<file path="src/rtl/core/sbh_pkg.sv">
// ----------------------------------------------------------------------------
// sbh_pkg
// Shared widths, algorithm codes and start values of the string bucket hash.
// ----------------------------------------------------------------------------
package sbh_pkg;

  localparam int unsigned CHAR_W               = 8;
  localparam int unsigned HASH_W               = 32;
  localparam int unsigned BUCKET_W             = 8;
  localparam int unsigned ALG_W                = 3;
  localparam int unsigned DEFAULT_BUCKET_COUNT = 131;

  localparam logic [HASH_W-1:0] JS_SEED  = 32'd1315423911;
  localparam logic [HASH_W-1:0] DJB_SEED = 32'd5381;

  // Algorithm select codes; unused codes fall back to ELF
  typedef enum logic [ALG_W-1:0] {
    ALG_ELF  = 3'd0,
    ALG_BKDR = 3'd1,
    ALG_SDBM = 3'd2,
    ALG_JS   = 3'd3,
    ALG_DJB  = 3'd4,
    ALG_AP   = 3'd5
  } alg_e;

  // Start value of the running hash for an algorithm
  function automatic logic [HASH_W-1:0] start_value(alg_e alg);
    logic [HASH_W-1:0] v;
    case (alg)
      ALG_JS:  v = JS_SEED;
      ALG_DJB: v = DJB_SEED;
      default: v = '0;
    endcase
    return v;
  endfunction

endpackage

</file>
<file path="src/rtl/core/sbh_if.sv">
// ----------------------------------------------------------------------------
// sbh_if
// Valid/ready channels of the string bucket hash: byte input and result.
// ----------------------------------------------------------------------------
interface sbh_char_if import sbh_pkg::*; ();
  logic              valid;
  logic              ready;
  logic [CHAR_W-1:0] char_byte;

  modport source (output valid, output char_byte, input ready);
  modport sink   (input valid, input char_byte, output ready);
endinterface

interface sbh_result_if import sbh_pkg::*; ();
  logic                valid;
  logic                ready;
  logic [BUCKET_W-1:0] bucket;
  logic [HASH_W-1:0]   hash_value;

  modport source (output valid, output bucket, output hash_value, input ready);
  modport sink   (input valid, input bucket, input hash_value, output ready);
endinterface

</file>
<file path="src/rtl/core/sbh_hash_unit.sv">
// ----------------------------------------------------------------------------
// sbh_hash_unit
// Algorithm register and running hash; folds in one byte per transaction.
// ----------------------------------------------------------------------------
module sbh_hash_unit import sbh_pkg::*; (
  input  logic              clk_i,
  input  logic              rst_ni,
  input  logic              cfg_we_i,
  input  logic [ALG_W-1:0]  cfg_wdata_i,
  input  logic              fire_i,
  input  logic [CHAR_W-1:0] char_byte_i,
  output logic [HASH_W-1:0] hash_o
);

  alg_e              alg_q;
  logic [HASH_W-1:0] hash_q, hash_d;
  logic              odd_q;
  logic [HASH_W-1:0] upd;
  logic [HASH_W-1:0] c;
  logic [HASH_W-1:0] elf_t;
  logic [HASH_W-1:0] elf_top;

  assign c = HASH_W'(char_byte_i);

  // Compute the per-byte update for the selected algorithm
  always_comb begin
    elf_t   = (hash_q << 4) + c;
    elf_top = elf_t & 32'hF000_0000;
    case (alg_q)
      ALG_BKDR: upd = (hash_q << 7) + (hash_q << 1) + hash_q + c;
      ALG_SDBM: upd = c + (hash_q << 6) + (hash_q << 16) - hash_q;
      ALG_JS:   upd = hash_q ^ ((hash_q << 5) + c + (hash_q >> 2));
      ALG_DJB:  upd = hash_q + (hash_q << 5) + c;
      ALG_AP: begin
        if (!odd_q) begin
          upd = hash_q ^ ((hash_q << 7) ^ c ^ (hash_q >> 3));
        end else begin
          upd = hash_q ^ ~((hash_q << 11) ^ c ^ (hash_q >> 5));
        end
      end
      default:  upd = (elf_t ^ (elf_top >> 24)) & ~elf_top;
    endcase
    hash_d = upd;
  end

  // Restart on a register write or a terminating byte, else advance
  always_ff @(posedge clk_i or negedge rst_ni) begin
    if (!rst_ni) begin
      alg_q  <= ALG_ELF;
      hash_q <= start_value(ALG_ELF);
      odd_q  <= 1'b0;
    end else if (cfg_we_i) begin
      alg_q  <= alg_e'(cfg_wdata_i);
      hash_q <= start_value(alg_e'(cfg_wdata_i));
      odd_q  <= 1'b0;
    end else if (fire_i) begin
      if (char_byte_i == '0) begin
        hash_q <= start_value(alg_q);
        odd_q  <= 1'b0;
      end else begin
        hash_q <= hash_d;
        odd_q  <= ~odd_q;
      end
    end
  end

  assign hash_o = hash_q;

endmodule

</file>
<file path="src/rtl/core/sbh_bucket_mod.sv">
// ----------------------------------------------------------------------------
// sbh_bucket_mod
// Pipelined bucket reduction: masked hash modulo the bucket count by a
// reciprocal multiply, a back multiply and one corrective subtract.
// ----------------------------------------------------------------------------
module sbh_bucket_mod import sbh_pkg::*; #(
  parameter int unsigned BUCKET_COUNT = DEFAULT_BUCKET_COUNT
) (
  input  logic                clk_i,
  input  logic                rst_ni,
  input  logic                in_valid_i,
  output logic                in_ready_o,
  input  logic [HASH_W-1:0]   in_hash_i,
  output logic                out_valid_o,
  input  logic                out_ready_i,
  output logic [BUCKET_W-1:0] out_bucket_o,
  output logic [HASH_W-1:0]   out_hash_o
);

  // Quotient estimate floor(x*M / 2^K) is low by at most one
  localparam int unsigned X_W    = HASH_W - 1;
  localparam int unsigned D_W    = $clog2(BUCKET_COUNT + 1);
  localparam int unsigned SHIFT  = X_W + $clog2(BUCKET_COUNT);
  localparam int unsigned M_W    = 32;
  localparam int unsigned PROD_W = X_W + M_W;
  localparam int unsigned QD_W   = X_W + D_W;
  localparam logic [63:0] RECIP_FULL = (64'd1 << SHIFT) / 64'(BUCKET_COUNT);
  localparam logic [M_W-1:0] RECIP   = RECIP_FULL[M_W-1:0];
  localparam logic [X_W-1:0] DIVISOR = X_W'(BUCKET_COUNT);

  logic                v1_q, v2_q, v3_q, v4_q;
  logic                rdy1, rdy2, rdy3, rdy4;
  logic [X_W-1:0]      x1_q, x2_q, x3_q;
  logic [HASH_W-1:0]   h1_q, h2_q, h3_q, h4_q;
  logic [PROD_W-1:0]   prod_d, prod_q;
  logic [PROD_W-1:0]   quot_full;
  logic [X_W-1:0]      quot;
  logic [QD_W-1:0]     qd_full;
  logic [X_W-1:0]      qd_q;
  logic [X_W-1:0]      diff;
  logic [X_W-1:0]      rem;
  logic [BUCKET_W-1:0] bucket_q;

  // Advance a stage when it is empty or its successor moves
  assign rdy4       = !v4_q || out_ready_i;
  assign rdy3       = !v3_q || rdy4;
  assign rdy2       = !v2_q || rdy3;
  assign rdy1       = !v1_q || rdy2;
  assign in_ready_o = rdy1;

  // Datapath between stages
  assign prod_d    = PROD_W'(x1_q) * PROD_W'(RECIP);
  assign quot_full = prod_q >> SHIFT;
  assign quot      = quot_full[X_W-1:0];
  assign qd_full   = QD_W'(quot) * QD_W'(BUCKET_COUNT);
  assign diff      = x3_q - qd_q;
  assign rem       = (diff >= DIVISOR) ? (diff - DIVISOR) : diff;

  // Hold stage valids
  always_ff @(posedge clk_i or negedge rst_ni) begin
    if (!rst_ni) begin
      v1_q <= 1'b0;
      v2_q <= 1'b0;
      v3_q <= 1'b0;
      v4_q <= 1'b0;
    end else begin
      if (rdy1) v1_q <= in_valid_i;
      if (rdy2) v2_q <= v1_q;
      if (rdy3) v3_q <= v2_q;
      if (rdy4) v4_q <= v3_q;
    end
  end

  // Move payload along with the valids
  always_ff @(posedge clk_i) begin
    if (rdy1) begin
      x1_q <= in_hash_i[X_W-1:0];
      h1_q <= in_hash_i;
    end
    if (rdy2) begin
      prod_q <= prod_d;
      x2_q   <= x1_q;
      h2_q   <= h1_q;
    end
    if (rdy3) begin
      qd_q <= qd_full[X_W-1:0];
      x3_q <= x2_q;
      h3_q <= h2_q;
    end
    if (rdy4) begin
      bucket_q <= rem[BUCKET_W-1:0];
      h4_q     <= h3_q;
    end
  end

  assign out_valid_o  = v4_q;
  assign out_bucket_o = bucket_q;
  assign out_hash_o   = h4_q;

endmodule

</file>
<file path="src/rtl/core/string_bucket_hash_core.sv">
// ----------------------------------------------------------------------------
// string_bucket_hash_core
// Per-byte string hash (ELF, BKDR, SDBM, JS, DJB, AP) with bucket reduction.
// ----------------------------------------------------------------------------
// One string byte is taken per cycle while the reduction pipeline has room;
// the running hash register takes a combinational per-byte update, which
// sets that rate. A zero byte ends the string: its 32-bit hash and bucket
// (hash & 0x7fffffff mod BUCKET_COUNT) pass through the four registered
// stages of the reduction pipeline to the result channel; the pipeline keeps
// taking bytes while a result waits, until all its stages are full. Writing
// the algorithm register restarts the string.
module string_bucket_hash_core import sbh_pkg::*; #(
  parameter int unsigned BUCKET_COUNT = DEFAULT_BUCKET_COUNT
) (
  input  logic              clk_i,
  input  logic              rst_ni,
  input  logic              cfg_we_i,
  input  logic [ALG_W-1:0]  cfg_wdata_i,
  sbh_char_if.sink          char_i,
  sbh_result_if.source      result_o
);

  logic              fire;
  logic              term;
  logic              mod_ready;
  logic [HASH_W-1:0] hash;

  // Accept a byte when the reduction pipeline has room
  assign char_i.ready = mod_ready;
  assign fire         = char_i.valid && mod_ready;
  assign term         = fire && (char_i.char_byte == '0);

  sbh_hash_unit u_hash (
    .clk_i       (clk_i),
    .rst_ni      (rst_ni),
    .cfg_we_i    (cfg_we_i),
    .cfg_wdata_i (cfg_wdata_i),
    .fire_i      (fire),
    .char_byte_i (char_i.char_byte),
    .hash_o      (hash)
  );

  sbh_bucket_mod #(
    .BUCKET_COUNT (BUCKET_COUNT)
  ) u_mod (
    .clk_i        (clk_i),
    .rst_ni       (rst_ni),
    .in_valid_i   (term),
    .in_ready_o   (mod_ready),
    .in_hash_i    (hash),
    .out_valid_o  (result_o.valid),
    .out_ready_i  (result_o.ready),
    .out_bucket_o (result_o.bucket),
    .out_hash_o   (result_o.hash_value)
  );

endmodule

</file>
<file path="src/flat_wrapper.sv">
// flat-port wrapper written by rule: the top's interface ports become plain ports
module string_bucket_hash_core_flat import sbh_pkg::*;
#(
  parameter int unsigned BUCKET_COUNT = DEFAULT_BUCKET_COUNT
)
  (clk_i, rst_ni, cfg_we_i, cfg_wdata_i, char_i_valid, char_i_char_byte, char_i_ready, result_o_valid, result_o_bucket, result_o_hash_value, result_o_ready);
  sbh_char_if char_i_i ();
  sbh_result_if result_o_i ();
  input  logic clk_i;
  input  logic rst_ni;
  input  logic cfg_we_i;
  input  logic [ALG_W-1:0] cfg_wdata_i;
  input wire logic [$bits(char_i_i.valid)-1:0] char_i_valid;
  input wire logic [$bits(char_i_i.char_byte)-1:0] char_i_char_byte;
  output wire logic [$bits(char_i_i.ready)-1:0] char_i_ready;
  output wire logic [$bits(result_o_i.valid)-1:0] result_o_valid;
  output wire logic [$bits(result_o_i.bucket)-1:0] result_o_bucket;
  output wire logic [$bits(result_o_i.hash_value)-1:0] result_o_hash_value;
  input wire logic [$bits(result_o_i.ready)-1:0] result_o_ready;
  assign char_i_i.valid = char_i_valid;
  assign char_i_i.char_byte = char_i_char_byte;
  assign char_i_ready = char_i_i.ready;
  assign result_o_valid = result_o_i.valid;
  assign result_o_bucket = result_o_i.bucket;
  assign result_o_hash_value = result_o_i.hash_value;
  assign result_o_i.ready = result_o_ready;
  string_bucket_hash_core #(.BUCKET_COUNT(BUCKET_COUNT)) u_core (.clk_i(clk_i), .rst_ni(rst_ni), .cfg_we_i(cfg_we_i), .cfg_wdata_i(cfg_wdata_i), .char_i(char_i_i), .result_o(result_o_i));
endmodule
</file>
<file path="config.mk">
export PLATFORM = sky130hd
export DESIGN_NAME = string_bucket_hash_core_flat
export DESIGN_NICKNAME = d
export VERILOG_FILES = /design/src/rtl/core/sbh_pkg.sv /design/src/rtl/core/sbh_if.sv /design/src/rtl/core/sbh_hash_unit.sv /design/src/rtl/core/sbh_bucket_mod.sv /design/src/rtl/core/string_bucket_hash_core.sv /design/src/flat_wrapper.sv
export SDC_FILE = /design/constraint.sdc
export NUM_CORES = 2
export LEC_CHECK = 0
export CAP_MARGIN = 5
export CORE_MARGIN = 1
export CORE_UTILIZATION = 48
export CTS_BUF_LIST = sky130_fd_sc_hd__clkbuf_16
export DETAILED_ROUTE_END_ITERATION = 6
export DONT_BUFFER_PORTS = 1
export REMOVE_ABC_BUFFERS = 1
export SETUP_SLACK_MARGIN = 0.05
export SYNTH_ARGS = -nofsm -noshare
export SYNTH_HDL_FRONTEND = slang
export SYNTH_SLANG_ARGS = --single-unit
</file>
<file path="constraint.sdc">
create_clock -name clk_i -period 9.1 [get_ports clk_i]
set_input_delay 0.455 -clock clk_i [delete_from_list [all_inputs] [get_ports clk_i]]
set_output_delay 0.455 -clock clk_i [all_outputs]
set_load 0.03 [all_outputs]
</file>
==> run_results.csv <==
group,metric,value,unit
worst_hold_path,holdCritStartpoint,"char_i_char_byte[3]",
timing,max_freq,120,MHz
flow_run,maxCapViolCount,0,
setup_path,endpoint_kind,"register",
timing,setup-tns-final,0,ns
setup_path,crit_path_top_delay_cell,"edfxtp_1",
yosys,synth_cell_types,91,
global_route,grt_start_max_net_pins,65,
clocking,clk_latency,0.61,ns
global_route,grt_pass1_wl,173000,µm
drt,antenna_left,0,
yosys,synth_edf_count,191,
drt,num_vias,29100,
clocking,cts_resized,0,
global_route,grt_pass1_vias,29900,
final_layout,regArea,6740,µm²
timing,fin_skew,0.0402,ns
final_layout,multi_input_area,29100,µm²
floorplanning,start_util,48.7,%
clocking,clock_path_buffers,3,
final_layout,fin_nets,5341,
timing,worst_pin_slew,1.10,ns
floorplanning,io_pins,58,
setup_path,crit_fanout,13,
setup_path,rrSetupSlack,0.77,ns
setup_path,crit_required,9.44,ns
clocking,clkTransAtPathRegs,0.07,ns
global_route,antenna_found_initial,3,
setup_path,slowest_delay,1.01,ns
timing,hold_violations,0,
worst_hold_path,min_to,"u_core.u_hash.hash_o[3]",
setup_path,worstReg2RegStart,"u_core.u_mod.x1_q[13]",
drt,dr.pass1.iters,5,
placed_design,post-dp-hpwl,90500,µm
setup_path,crit_top_cell,"fa_1",
clocking,h-tree-depth,1,
yosys,syn-instance-count,4077,
setup_path,worstPathArrival,8.67,ns
drt,drt_iter0_drc,1931,
drt,vias_per_cell,5.59,
floorplanning,rows,104,
timing,period_needed,8.33,ns
setup_path,crit_buf_inv,7,
yosys,yosysSeqAreaShare,17.1,%
final_layout,area_growth,7.01,%
clocking,clockRootBuffer,"clkbuf_16",
drt,drc,0,
worst_hold_path,min_path_cells,2,
timing,period_share,91.5,%
run_status,status,"complete, no violations",
setup_path,crit_type,"register to register",
yosys,ys_warn_count,0,
yosys,synth_top_area_share,23.9,%
final_layout,drive_above_1_share,4.10,%
yosys,synth_area_leaders,"ha_1, fa_1, edfxtp_1, inv_1, xnor2_1",
floorplanning,die_h,289,µm
placed_design,portBuffers,0,
setup_path,r2r_end,"u_core.u_mod.prod_q[62]",
setup_path,r2r_cells,26,
yosys,async_flop_share,17.3,%
final_layout,num-fill-cells,7547,
yosys,synth_seq_cells,231,
placed_design,gp_congestion,0.926,
global_route,grt_usage,27.2,%
drt,wirelength,111000,µm
global_route,grt_overflow,0,
yosys,yosys.area.top_type,"ha_1",
floorplanning,core-area,80900,µm²
timing,slew_headroom,26.4,%
worst_hold_path,worstHoldPathType,"input pin to register",
timing,finalSetupViolations,0,
drt,wl_per_cell,21.3,µm
timing,rsz0062_at_grt,"false",
floorplanning,die_w,289,µm
clocking,clock_sinks,231,
yosys,synth_top_flop_cell,"edfxtp_1",
timing,report.final.slew_viol_count,0,
yosys,syn_area,39400,µm²
clocking,cts_buffers,28,
floorplanning,dieArea,83300,µm²
setup_path,start_kind,"register",
yosys,postSynthAreaPerCell,9.68,µm²
setup_path,cpLargestDelayFamily,"adder cells",
clocking,cts_tree,"built",
-- stage by stage --
step	hold WS [ns]	instances	worst slack [ns]	utilization [%]	cell area (µm²)
finish	0.0572	5206	0.769	52.2	42200
floorplan	0.159	4005	1.45	-	39200
CTS	0.00242	5202	0.801	52.1	42200
global route	0.0512	5203	0.412	52.1	42200
global placement	0.161	5143	1.04	50.8	41100
detailed placement	0.161	5143	0.782	50.8	41100
-- logic make-up after synthesis --
family / share of synthesized area [%]
flip-flops: 17.1
buffers and inverters: 9.16
adder cells (fa/ha/maj): 46.8
XOR/XNOR: 5.51
AND/OR/NAND/NOR: 7.61
AO/OA/AOI/OAI: 13.2
multiplexers: 0.584
-- what timing repair did --
item                                   CTS  global route
hold buffers                             7             0
setup buffers                            0             0
endpoints found under the hold margin   46             0
-- flip-flops by register name, summed over array words and instances (netlist names) --
name,count
u_core.u_mod.out_bucket_o,8
u_core.u_mod.v1_q,1
u_core.u_mod.x2_q,30
u_core.u_hash.alg_q,3
u_core.u_hash.odd_q,1
u_core.u_mod.x1_q,30
u_core.u_mod.qd_q,31
u_core.u_hash.hash_o,32
u_core.u_mod.h3_q,2
u_core.u_mod.v2_q,1
u_core.u_mod.out_hash_o,32
u_core.u_mod.x3_q,30
u_core.u_mod.h1_q,2
u_core.u_mod.out_valid_o,1
u_core.u_mod.v3_q,1
u_core.u_mod.prod_q,24
u_core.u_mod.h2_q,2
-- layer usage --
layer / global-route usage [%] / wire, µm
met5: 0 / 32
met1: 35.1 / 46200
met3: 3.03 / 6230
met4: 9.51 / 4080
met2: 47.2 / 54200
-- layout by cell type (no fill, tap or decap), types with 25 or more instances in the layout --
master	netlist	routed
inv_1	887	887
ha_1	752	752
fa_1	453	453
a21oi_1	207	207
edfxtp_1	191	191
xnor2_1	186	186
nor2_1	172	171
o21ai_0	166	166
nand2_1	149	148
a21o_1	101	101
buf_4	0	78
xor2_1	62	62
nand3_1	45	45
nor3_1	43	43
dfrtp_1	40	39
a211oi_1	35	35
a31oi_1	34	34
o21a_1	30	30
nor2b_1	29	29
nand2b_1	30	29
o211ai_1	28	28
clkbuf_16	0	28
and3_1	27	27
nand4_1	25	25
o21bai_1	25	25
-- cell type report --
| cell class | instances | share of cell area (%) |
|---|---|---|
| timing repair buffer | 85 | 1.59 |
| inverter | 888 | 7.90 |
| clock inverter | 24 | 0.777 |
| sequential | 231 | 16.0 |
| antenna | 4 | 0.0237 |
| tap | 1060 | 3.14 |
| clock buffer | 28 | 1.66 |
| multi-input combinational | 2886 | 68.9 |
-- worst max-delay path by stage --
stage	startpoint	endpoint	cells past startpoint	slack (ns)
6_report	u_core.u_mod.x1_q[13]	u_core.u_mod.prod_q[62]	26	0.77
5_1_grt	u_core.u_mod.x1_q[25]	u_core.u_mod.prod_q[52]	27	0.41
4_1_cts	u_core.u_mod.x1_q[25]	u_core.u_mod.prod_q[62]	27	0.80
3_5_place_dp	u_core.u_mod.x1_q[25]	u_core.u_mod.prod_q[56]	27	0.78
3_3_place_gp	u_core.u_mod.x1_q[25]	u_core.u_mod.prod_q[52]	27	1.04
2_1_floorplan	u_core.u_mod.x1_q[23]	u_core.u_mod.prod_q[52]	26	1.45
-- synthesized netlist by cell type, types with 28 or more instances --
library cell	n
a211oi_1	35
a21o_1	101
a21oi_1	207
a31oi_1	34
clkbuf_1	66
dfrtp_1	40
edfxtp_1	191
fa_1	453
ha_1	752
inv_1	887
nand2_1	149
nand2b_1	30
nand3_1	45
nor2_1	172
nor2b_1	29
nor3_1	43
o211ai_1	28
o21a_1	30
o21ai_0	166
xnor2_1	186
xor2_1	62
Power is not shown: default switching activity piles up to over one toggle a cycle in this logic, so the estimate is an artifact.
